### src/rtl/core/rcsm_pkg.sv
// shared types, constants and the byte fold function for the crc-32 signature matcher
package rcsm_pkg;

   // crc word and reflected polynomial
   localparam int unsigned CRC_W = 32;
   typedef logic [CRC_W-1:0] crc_type;
   localparam crc_type CRC_POLY = 32'hEDB8_8320;
   localparam crc_type CRC_ONES = 32'hFFFF_FFFF;

   // byte item
   localparam int unsigned BYTE_W = 8;
   typedef logic [BYTE_W-1:0] byte_type;

   // known signature table
   localparam int unsigned SIG_COUNT = 8;
   localparam int unsigned IDX_W     = 3;
   typedef logic [IDX_W-1:0] sig_idx_type;
   localparam crc_type SIG_TABLE [SIG_COUNT] = '{
      32'hA6CE_1636, 32'hC4F0_F55F, 32'hC3BD_B240, 32'h6446_6C2A,
      32'h43B0_DF7B, 32'hFC24_AE0D, 32'h568F_8786, 32'hE1F5_0B0B
   };

   // result item layout: crc, then index, padded to whole bytes
   localparam int unsigned RSP_FIELD_W = CRC_W + IDX_W;
   localparam int unsigned RSP_DATA_W  = ((RSP_FIELD_W + 7) / 8) * 8;
   localparam int unsigned RSP_PAD_W   = RSP_DATA_W - RSP_FIELD_W;

   // outcome of the signature compare
   typedef struct packed {
      logic        matched;
      sig_idx_type index;
   } match_type;

   // fold one byte into the running crc, lsb first
   function automatic crc_type fold_byte(input crc_type crc_in, input byte_type data_in);
      crc_type c;
      c = crc_in ^ {{(CRC_W-BYTE_W){1'b0}}, data_in};
      for (int k = 0; k < BYTE_W; k++) begin
         if (c[0]) begin
            c = (c >> 1) ^ CRC_POLY;
         end else begin
            c = c >> 1;
         end
      end
      return c;
   endfunction

endpackage

### src/rtl/core/rcsm_match.sv
// compares a final crc against the known signature table and reports the first hit
module rcsm_match #(
   parameter int unsigned NUM_SIGNATURES = 8
) (
   input  rcsm_pkg::crc_type   crc_value,
   output rcsm_pkg::match_type match
);

   // entries beyond the table never match
   localparam int unsigned NumActive =
      (NUM_SIGNATURES < rcsm_pkg::SIG_COUNT) ? NUM_SIGNATURES : rcsm_pkg::SIG_COUNT;

   // scan from the top down so the lowest matching entry wins
   always_comb begin
      match.matched = 1'b0;
      match.index   = '0;
      for (int i = NumActive - 1; i >= 0; i--) begin
         if (rcsm_pkg::SIG_TABLE[i] == crc_value) begin
            match.matched = 1'b1;
            match.index   = rcsm_pkg::IDX_W'(i);
         end
      end
   end

endmodule

### src/rtl/core/rom_crc32_signature_match.sv
// top level of the crc-32 signature matcher
//
// The req channel carries an image one byte per item; req_tlast marks the
// final byte. Each byte is folded into a running reflected crc-32 (initial
// value all ones). The final byte of an image yields one item on the rsp
// channel: the crc after output inversion, the index of the first matching
// known signature in rsp_tdata, and a match flag on rsp_tuser. Bytes that are
// not last produce nothing on rsp. After a last byte the running crc goes
// back to all ones for the next image.
//
// Throughput is one byte per cycle, except while a last byte waits for the
// result register: the whole byte fold and the signature compare sit between
// the input and result registers, and loading the result raises rsp_tvalid.
// Reset clears both registers' valid flags and loads the running crc with
// all ones. While rsp is stalled, non-last bytes still fold in; a last byte
// waits in the input register until the result register frees, and req_tready
// stays low for as long as it waits.
module rom_crc32_signature_match #(
   parameter int unsigned NUM_SIGNATURES = 8
) (
   input  logic                                clock,
   input  logic                                reset,
   // input channel
   input  logic                                req_tvalid,
   output logic                                req_tready,
   input  logic [rcsm_pkg::BYTE_W-1:0]         req_tdata,   // [7:0] data_byte
   input  logic                                req_tlast,   // last_byte
   // result channel
   output logic                                rsp_tvalid,
   input  logic                                rsp_tready,
   output logic [rcsm_pkg::RSP_DATA_W-1:0]     rsp_tdata,   // [31:0] crc_value, [34:32] match_index
   output logic                                rsp_tuser    // matched
);

   // input register
   logic                s1_valid_ff, s1_valid_in;
   rcsm_pkg::byte_type  s1_byte_ff,  s1_byte_in;
   logic                s1_last_ff,  s1_last_in;

   // running crc
   rcsm_pkg::crc_type   crc_ff, crc_in;

   // result register
   logic                rsp_valid_ff, rsp_valid_in;
   rcsm_pkg::crc_type   rsp_crc_ff,   rsp_crc_in;
   rcsm_pkg::match_type rsp_match_ff, rsp_match_in;

   // datapath
   rcsm_pkg::crc_type   crc_folded;
   rcsm_pkg::crc_type   crc_final;
   rcsm_pkg::match_type match_now;
   logic                out_free;
   logic                s1_advance;
   logic                req_take;

   // byte fold and output inversion
   assign crc_folded = rcsm_pkg::fold_byte(crc_ff, s1_byte_ff);
   assign crc_final  = crc_folded ^ rcsm_pkg::CRC_ONES;

   rcsm_match #(
      .NUM_SIGNATURES(NUM_SIGNATURES)
   ) u_match (
      .crc_value(crc_final),
      .match    (match_now)
   );

   // flow control
   assign out_free   = !rsp_valid_ff || rsp_tready;
   assign s1_advance = s1_valid_ff && (!s1_last_ff || out_free);
   assign req_tready = !s1_valid_ff || s1_advance;
   assign req_take   = req_tvalid && req_tready;

   // next values
   always_comb begin
      s1_valid_in  = s1_valid_ff;
      s1_byte_in   = s1_byte_ff;
      s1_last_in   = s1_last_ff;
      crc_in       = crc_ff;
      rsp_valid_in = rsp_valid_ff;
      rsp_crc_in   = rsp_crc_ff;
      rsp_match_in = rsp_match_ff;

      // input register
      if (req_take) begin
         s1_valid_in = 1'b1;
         s1_byte_in  = req_tdata;
         s1_last_in  = req_tlast;
      end else if (s1_advance) begin
         s1_valid_in = 1'b0;
      end

      // result register drains
      if (rsp_valid_ff && rsp_tready) begin
         rsp_valid_in = 1'b0;
      end

      // fold the held byte; a last byte also loads a result
      if (s1_advance) begin
         if (s1_last_ff) begin
            crc_in       = rcsm_pkg::CRC_ONES;
            rsp_valid_in = 1'b1;
            rsp_crc_in   = crc_final;
            rsp_match_in = match_now;
         end else begin
            crc_in = crc_folded;
         end
      end
   end

   // control registers
   always_ff @(posedge clock) begin
      if (reset) begin
         s1_valid_ff  <= 1'b0;
         rsp_valid_ff <= 1'b0;
         crc_ff       <= rcsm_pkg::CRC_ONES;
      end else begin
         s1_valid_ff  <= s1_valid_in;
         rsp_valid_ff <= rsp_valid_in;
         crc_ff       <= crc_in;
      end
   end

   // payload registers
   always_ff @(posedge clock) begin
      s1_byte_ff   <= s1_byte_in;
      s1_last_ff   <= s1_last_in;
      rsp_crc_ff   <= rsp_crc_in;
      rsp_match_ff <= rsp_match_in;
   end

   // outputs
   assign rsp_tvalid = rsp_valid_ff;
   assign rsp_tdata  = {{rcsm_pkg::RSP_PAD_W{1'b0}}, rsp_match_ff.index, rsp_crc_ff};
   assign rsp_tuser  = rsp_match_ff.matched;

endmodule

### config.mk
export PLATFORM = sky130hd
export DESIGN_NAME = rom_crc32_signature_match
export DESIGN_NICKNAME = d
export VERILOG_FILES = /design/src/rtl/core/rcsm_pkg.sv /design/src/rtl/core/rcsm_match.sv /design/src/rtl/core/rom_crc32_signature_match.sv
export SDC_FILE = /design/constraint.sdc
export NUM_CORES = 1
export LEC_CHECK = 0
export ABC_AREA = 1
export BUFFER_PORTS_ARGS = -buffer_cell sky130_fd_sc_hd__buf_2
export CAP_MARGIN = 15
export CORE_MARGIN = 8
export CORE_UTILIZATION = 65
export CTS_BUF_LIST = sky130_fd_sc_hd__clkbuf_4 sky130_fd_sc_hd__clkbuf_8
export DETAILED_ROUTE_END_ITERATION = 6
export GPL_ROUTABILITY_DRIVEN = 0
export GPL_TIMING_DRIVEN = 0
export MAX_ROUTING_LAYER = met4
export PLACE_DENSITY = 0.93
export SYNTH_ARGS = -nofsm -noshare
export SYNTH_HDL_FRONTEND = slang
export SYNTH_HIERARCHICAL = 1
export SYNTH_SLANG_ARGS = --single-unit
export TNS_END_PERCENT = 5
### constraint.sdc
create_clock -name clock -period 4.15 [get_ports clock]
set_clock_uncertainty 0.15 [all_clocks]
set_input_delay 0.415 -clock clock [delete_from_list [all_inputs] [get_ports clock]]
set_output_delay 0.415 -clock clock [all_outputs]
set_load 0.02 [all_outputs]
# After elaboration in Yosys (flattened, before gate mapping)
# Index checks and enable logic that the tools add are counted.
[totals]
register_bits = 79
input_bits = 13
out_inout_bits = 43
elab_cells = 63
[op_classes]
eq_ne = 8
n_mux = 21
bitwise_logic = 10
n_reduce_logical = 14
[op_table]
columns = ["op", "count"]
rows = [
  ["$mux W32", 9],
  ["$eq A32 B32 Y1 const A", 5],
  ["$not A13 Y14", 8],
  ["$eq A31 B32 Y1 const A", 3],
  ["$not A32 Y32", 1],
  ["$xor A32 B8 Y32", 1],
  ["$mux W3", 3],
  ["$reduce_or A7 Y1", 1],
  ["$mux W1", 6],
  ["$mux W2", 2],
  ["$mux W4", 1],
  ["$reduce_or A4 Y1", 1],
  ["$logic_and A1 B1 Y1", 3],
  ["$logic_not A1 Y1", 3],
  ["$logic_or A1 B1 Y1", 3],
  ["$reduce_and A2 Y1", 1],
  ["$reduce_bool A2 Y1", 1],
  ["$reduce_or A2 Y1", 1],
]

# Depth between registers and ports, before layout
[depth]
ltp_word = 26
depth_mapped = 20
depth_no_buf = 20

# Cells and area by module
# Netlist, hierarchy kept.
[by_module_without_submodules]
columns = ["mod", "n_inst", "cells_per_inst", "area_each_um2", "seq_area_each_um2"]
rows = [
  ["rom_crc32_signature_match", 1, 414, 3878.7, 2031.9],
  ["rcsm_match", 1, 199, 779.5, 0.0],
]

# Worst setup path before layout
# OpenSTA, ideal clock, no wires.
[synth_path]
path_kind = "reg2reg"
start = "register s1_byte_ff[1]"
end = "register rsp_match_ff, in the netlist rsp_tuser (data pin)"
setup_time_ps = 255
arrival_time_ps = 1828
required_ps = 3745
slack_ps = 1917
stages_incl_launch_ff = 20
cell_sequence = "edfxtp_1 -> inv_1 -> nand2_1 -> nand2_4 -> nand2_4 -> nand2_8 -> inv_6 -> nand2_2 -> nand2_2 -> or2_1 -> nand2_1 -> inv_1 -> nand2_1 -> nor2_1 -> nand2_1 -> nor2_1 -> nand2_1 -> nand2_1 -> nor2_1 -> nand2_1"
[synth_via]
elab_cells_between_ends = 26
cone_classes = "eq/ne: 8; mux: 9; bitwise: 8; reduce/logical: 1"
[synth_lines]
columns = ["element", "line", "rtl"]
rows = [
  ["from (decl)", "rom_crc32_signature_match.sv:37", "rcsm_pkg::byte_type s1_byte_ff, s1_byte_in;"],
  ["from (signal assigned)", "rom_crc32_signature_match.sv:125", "s1_byte_ff <= s1_byte_in;"],
  ["$xor A32 B8 Y32 *", "rcsm_pkg.sv:37", "c = crc_in ^ {{(CRC_W-BYTE_W){1'b0}}, data_in};"],
  ["$mux W32 * (8 in series)", "rcsm_pkg.sv:39", "if (c[0]) begin"],
  ["$not A32 Y32 (no source line) *", "n/a", ""],
  ["net crc_final[31]", "rom_crc32_signature_match.sv:50", "rcsm_pkg::crc_type crc_final;"],
  ["$eq A32 B32 Y1 / $eq A31 B32 Y1 (equally long branches)", "rcsm_match.sv:18", "if (rcsm_pkg::SIG_TABLE[i] == crc_value) begin"],
  ["$reduce_or A7 Y1 (no source line) / $mux W4 (equally long branches)", "n/a", ""],
  ["to (signal assigned)", "rom_crc32_signature_match.sv:128", "rsp_match_ff <= rsp_match_in;"],
  ["to (decl)", "rom_crc32_signature_match.sv:46", "rcsm_pkg::match_type rsp_match_ff, rsp_match_in;"],
]
# The timed path passes the listed nets; every way through them passes the cells marked *.
# A chain may end at the register's enable or synchronous reset.

# Worst setup path after layout
[layout_path]
start = "register s1_byte_ff[6]"
end = "register rsp_match_ff, in the netlist rsp_tuser (data pin)"
[layout_via]
elab_chain_len = 14
elab_cells_between_ends = 22
cone_classes = "eq/ne: 8; mux: 9; bitwise: 4; reduce/logical: 1"
[layout_lines]
columns = ["element", "line"]
rows = [
  ["$xor A32 B8 Y32 *", "rcsm_pkg.sv:37"],
  ["$not A13 Y14 (no source line)", "n/a"],
  ["$mux W32 * (7 in series)", "rcsm_pkg.sv:39"],
  ["$not A13 Y14 (no source line)", "n/a"],
  ["$mux W32 *", "rcsm_pkg.sv:39"],
  ["$not A32 Y32 (no source line) *", "n/a"],
  ["net crc_final[19]", "rom_crc32_signature_match.sv:50"],
  ["$eq A32 B32 Y1 / $eq A31 B32 Y1 (equally long branches)", "rcsm_match.sv:18"],
  ["$reduce_or A7 Y1 (no source line) / $mux W4 (equally long branches)", "n/a"],
]
# Marked as above.

==> flow_summary.yaml <==
setup_path:
  cp-end-kind: "flip-flop"
  slowest_delay_ns: 0.42
  crit_type: "flip-flop to flip-flop"
  crit_top_cell: "nand2_1"
  critical_path.slowest_cell: "edfxtp_1"
  path_max_fanout: 6
  required_ns: 4.12
  crit_chain: "inv_1, nand2_1, nand2_1, nand2_1, nand2_2, nand2_1, nand2_2, nand2_2, nand2_1, nand2_1, nand2_1, inv_1, nand2_1, nor2_1, nand2_1, nor2_1, nand2_1, nand2_2, nor2_2, nand2_1"
  startpoint_type: "flip-flop"
  arrival_ns: 2.71
drt:
  ant_nets: 0
  wl_per_cell_um: 15.9
  first_iter_violations: 528
  first_pass_iters: 5
  drc: 0
  via_per_inst: 5.63
  routed_wl_um: 12500
  num_vias: 4405
clocking:
  cts_setup_buffers: 0
  cts_root_buffer: "clkbuf_8"
  cts_tree: "yes"
  path_clk_slew_ns: 0.09
  ctsResizeCount: 0
  cts_buffers: 9
  holdBufCountCts: 0
  cts_sinks: 79
  cts_max_path_buffers: 2
  htree_levels: 3
  insertion_delay_ns: 0.37
floorplan:
  die_width_um: 101
  die_y_um: 101
  initial_core_util_pct: 65.6
  die_area_um2: 10100
  core_um2: 7100
  io_pins: 56
  rows: 31
timing:
  finalCriticalPeriod_ns: 2.74
  max_clock_freq_mhz: 365
  setup_viol: 0
  worst_pin_slew_ns: 0.607
  post-route-period-util_pct: 66.0
  hold_violations: 0
  slew-limit-headroom_pct: 59.4
  fin_ws_ns: 1.41
  rsz0062_at_grt: "no"
  fin_tns_setup_ns: 0
  drv_slew: 0
finish:
  final_cell_area_um2: 5300
  diodes: 0
  nets: 692
  final_core_util_pct: 74.7
  drive_gt1_share_pct: 20.6
  fin_cells: 783
  area_growth_pct: 13.8
placement:
  place_inst: 767
  portBuffers: 50
  dp_hpwl_um: 9040
  dp_slack_ns: 1.57
  placed_area_um2: 5070
yosys:
  ys_types: 29
  ys_seq_elements: 79
  synth_seq_area_share_pct: 43.6
  syn_area_per_cell_um2: 7.60
  synth_top_area_share_pct: 29.0
  syn_inst: 613
  yosys_warnings: 6
  synth_area_leader_cell: "edfxtp_1"
  netlist_area_um2: 4660
  synth.area.top_cells: "edfxtp_1 (29%), nand2_1 (17%), dfxtp_1 (15%)"
power_and_ir_drop:
  power-per-cell-area_nw_per_um2: 470
  vdd_drop_max_uv: 221
  leakage_nw: 2.50
job:
  max-cap-violations: 0
global_route:
  grt_overflow: 0
  grt_pass1_vias: 4247
  grt_max_degree: 30
  grtUsageTotal_pct: 26.2
  grt_pass1_wl_um: 19900
  antenna_found_initial: 0
outcome:
  status: "finished clean"
min_path:
  hold_path.class: "input port to flip-flop"
==> routing by layer <==
layer  up-vias  track usage (%)  wire length [um]
li1       2024                -                 -
met2       329             44.6              6150
met5         -                -                 0
met1      1982             27.8              4450
met4         0             15.2               539
met3        70             5.32              1320
==> final cells by class <==
cell class,instances,area [um^2]
Multi-Input combinational cell,450,2280
Sequential cell,79,2030
Fill cell,465,1800
Inverter,74,283
Timing Repair Buffer,51,278
Clock buffer,9,124
Tap cell,99,124
Clock inverter,7,103
Buffer,14,78.8
==> through the flow <==
step	hold WS [ns]	power (mW)
6_report	0.0607	2.49
5_1_grt	0.0596	2.60
4_1_cts	0.0468	2.46
3_5_place_dp	0.327	1.80
3_3_place_gp	0.318	1.76
2_1_floorplan	0.302	1.59
==> cell families after synthesis <==
group	Yosys count	synth area share [%]
and+or+nand+nor	344	33.0
buffers and inverters	88	7.76
DFF	79	43.6
AOI/OAI and AO/OA	54	5.80
xor gates and xnor gates	47	9.72
other	1	0.0805
==> final timing paths <==
path                                 from  slack [ns]                       end  depth (start not counted)
hold / removal                      reset        0.06  s1_valid_ff$_SDFFE_PP0P_                          2
setup / recovery  s1_byte_ff[6]$_DFFE_PP_        1.41       rsp_tuser$_DFFE_PP_                         20
setup reg to reg  s1_byte_ff[6]$_DFFE_PP_        1.41       rsp_tuser$_DFFE_PP_                         20
hold reg to reg   crc_ff[17]$_SDFFE_PP1N_        0.36   crc_ff[17]$_SDFFE_PP1N_                          2
==> cell usage after synthesis, drive strengths merged <==
master	number
o21ai	21
dfxtp	34
buf	11
or2	4
nand2	249
clkbuf	3
inv	74
nand4	2
nand2b	1
nand3	24
xnor2	10
xor2	37
edfxtp	45
a21oi	33
nor2	64
conb	1
==> worst max-delay path, delay by kind of cell, from the launching register on <==
family        cells  cell delay, ns
buf+inv           2            0.17
flops             1            0.42
simple gates     18            1.75
==> registers in the layout, summed over array words and instances (netlist names) <==
name,cells
s1_valid_ff,1
rsp_tdata,3
rsp_crc_ff,32
rsp_tuser,1
s1_last_ff,1
crc_ff,32
s1_byte_ff,8
rsp_tvalid,1
==> power by group <==
part	switching, mW	internal [mW]	leakage, nW
sequential	0.0299	0.908	0.706
combinational	0.651	0.246	1.68
clock	0.310	0.347	0.116
==> layout by cell type, fill, tap and decap left out, drive strengths merged <==
cell      n
a21oi    33
buf      62
bufinv    2
clkbuf   12
clkinv    2
conb      5
dfxtp    34
edfxtp   45
inv      77
nand2   249
nand2b    1
nand3    24
nand4     2
nor2     64
o21ai    21
or2       4
xnor2    10
xor2     37
No activity file was read; power rests on OpenSTA's default activity.
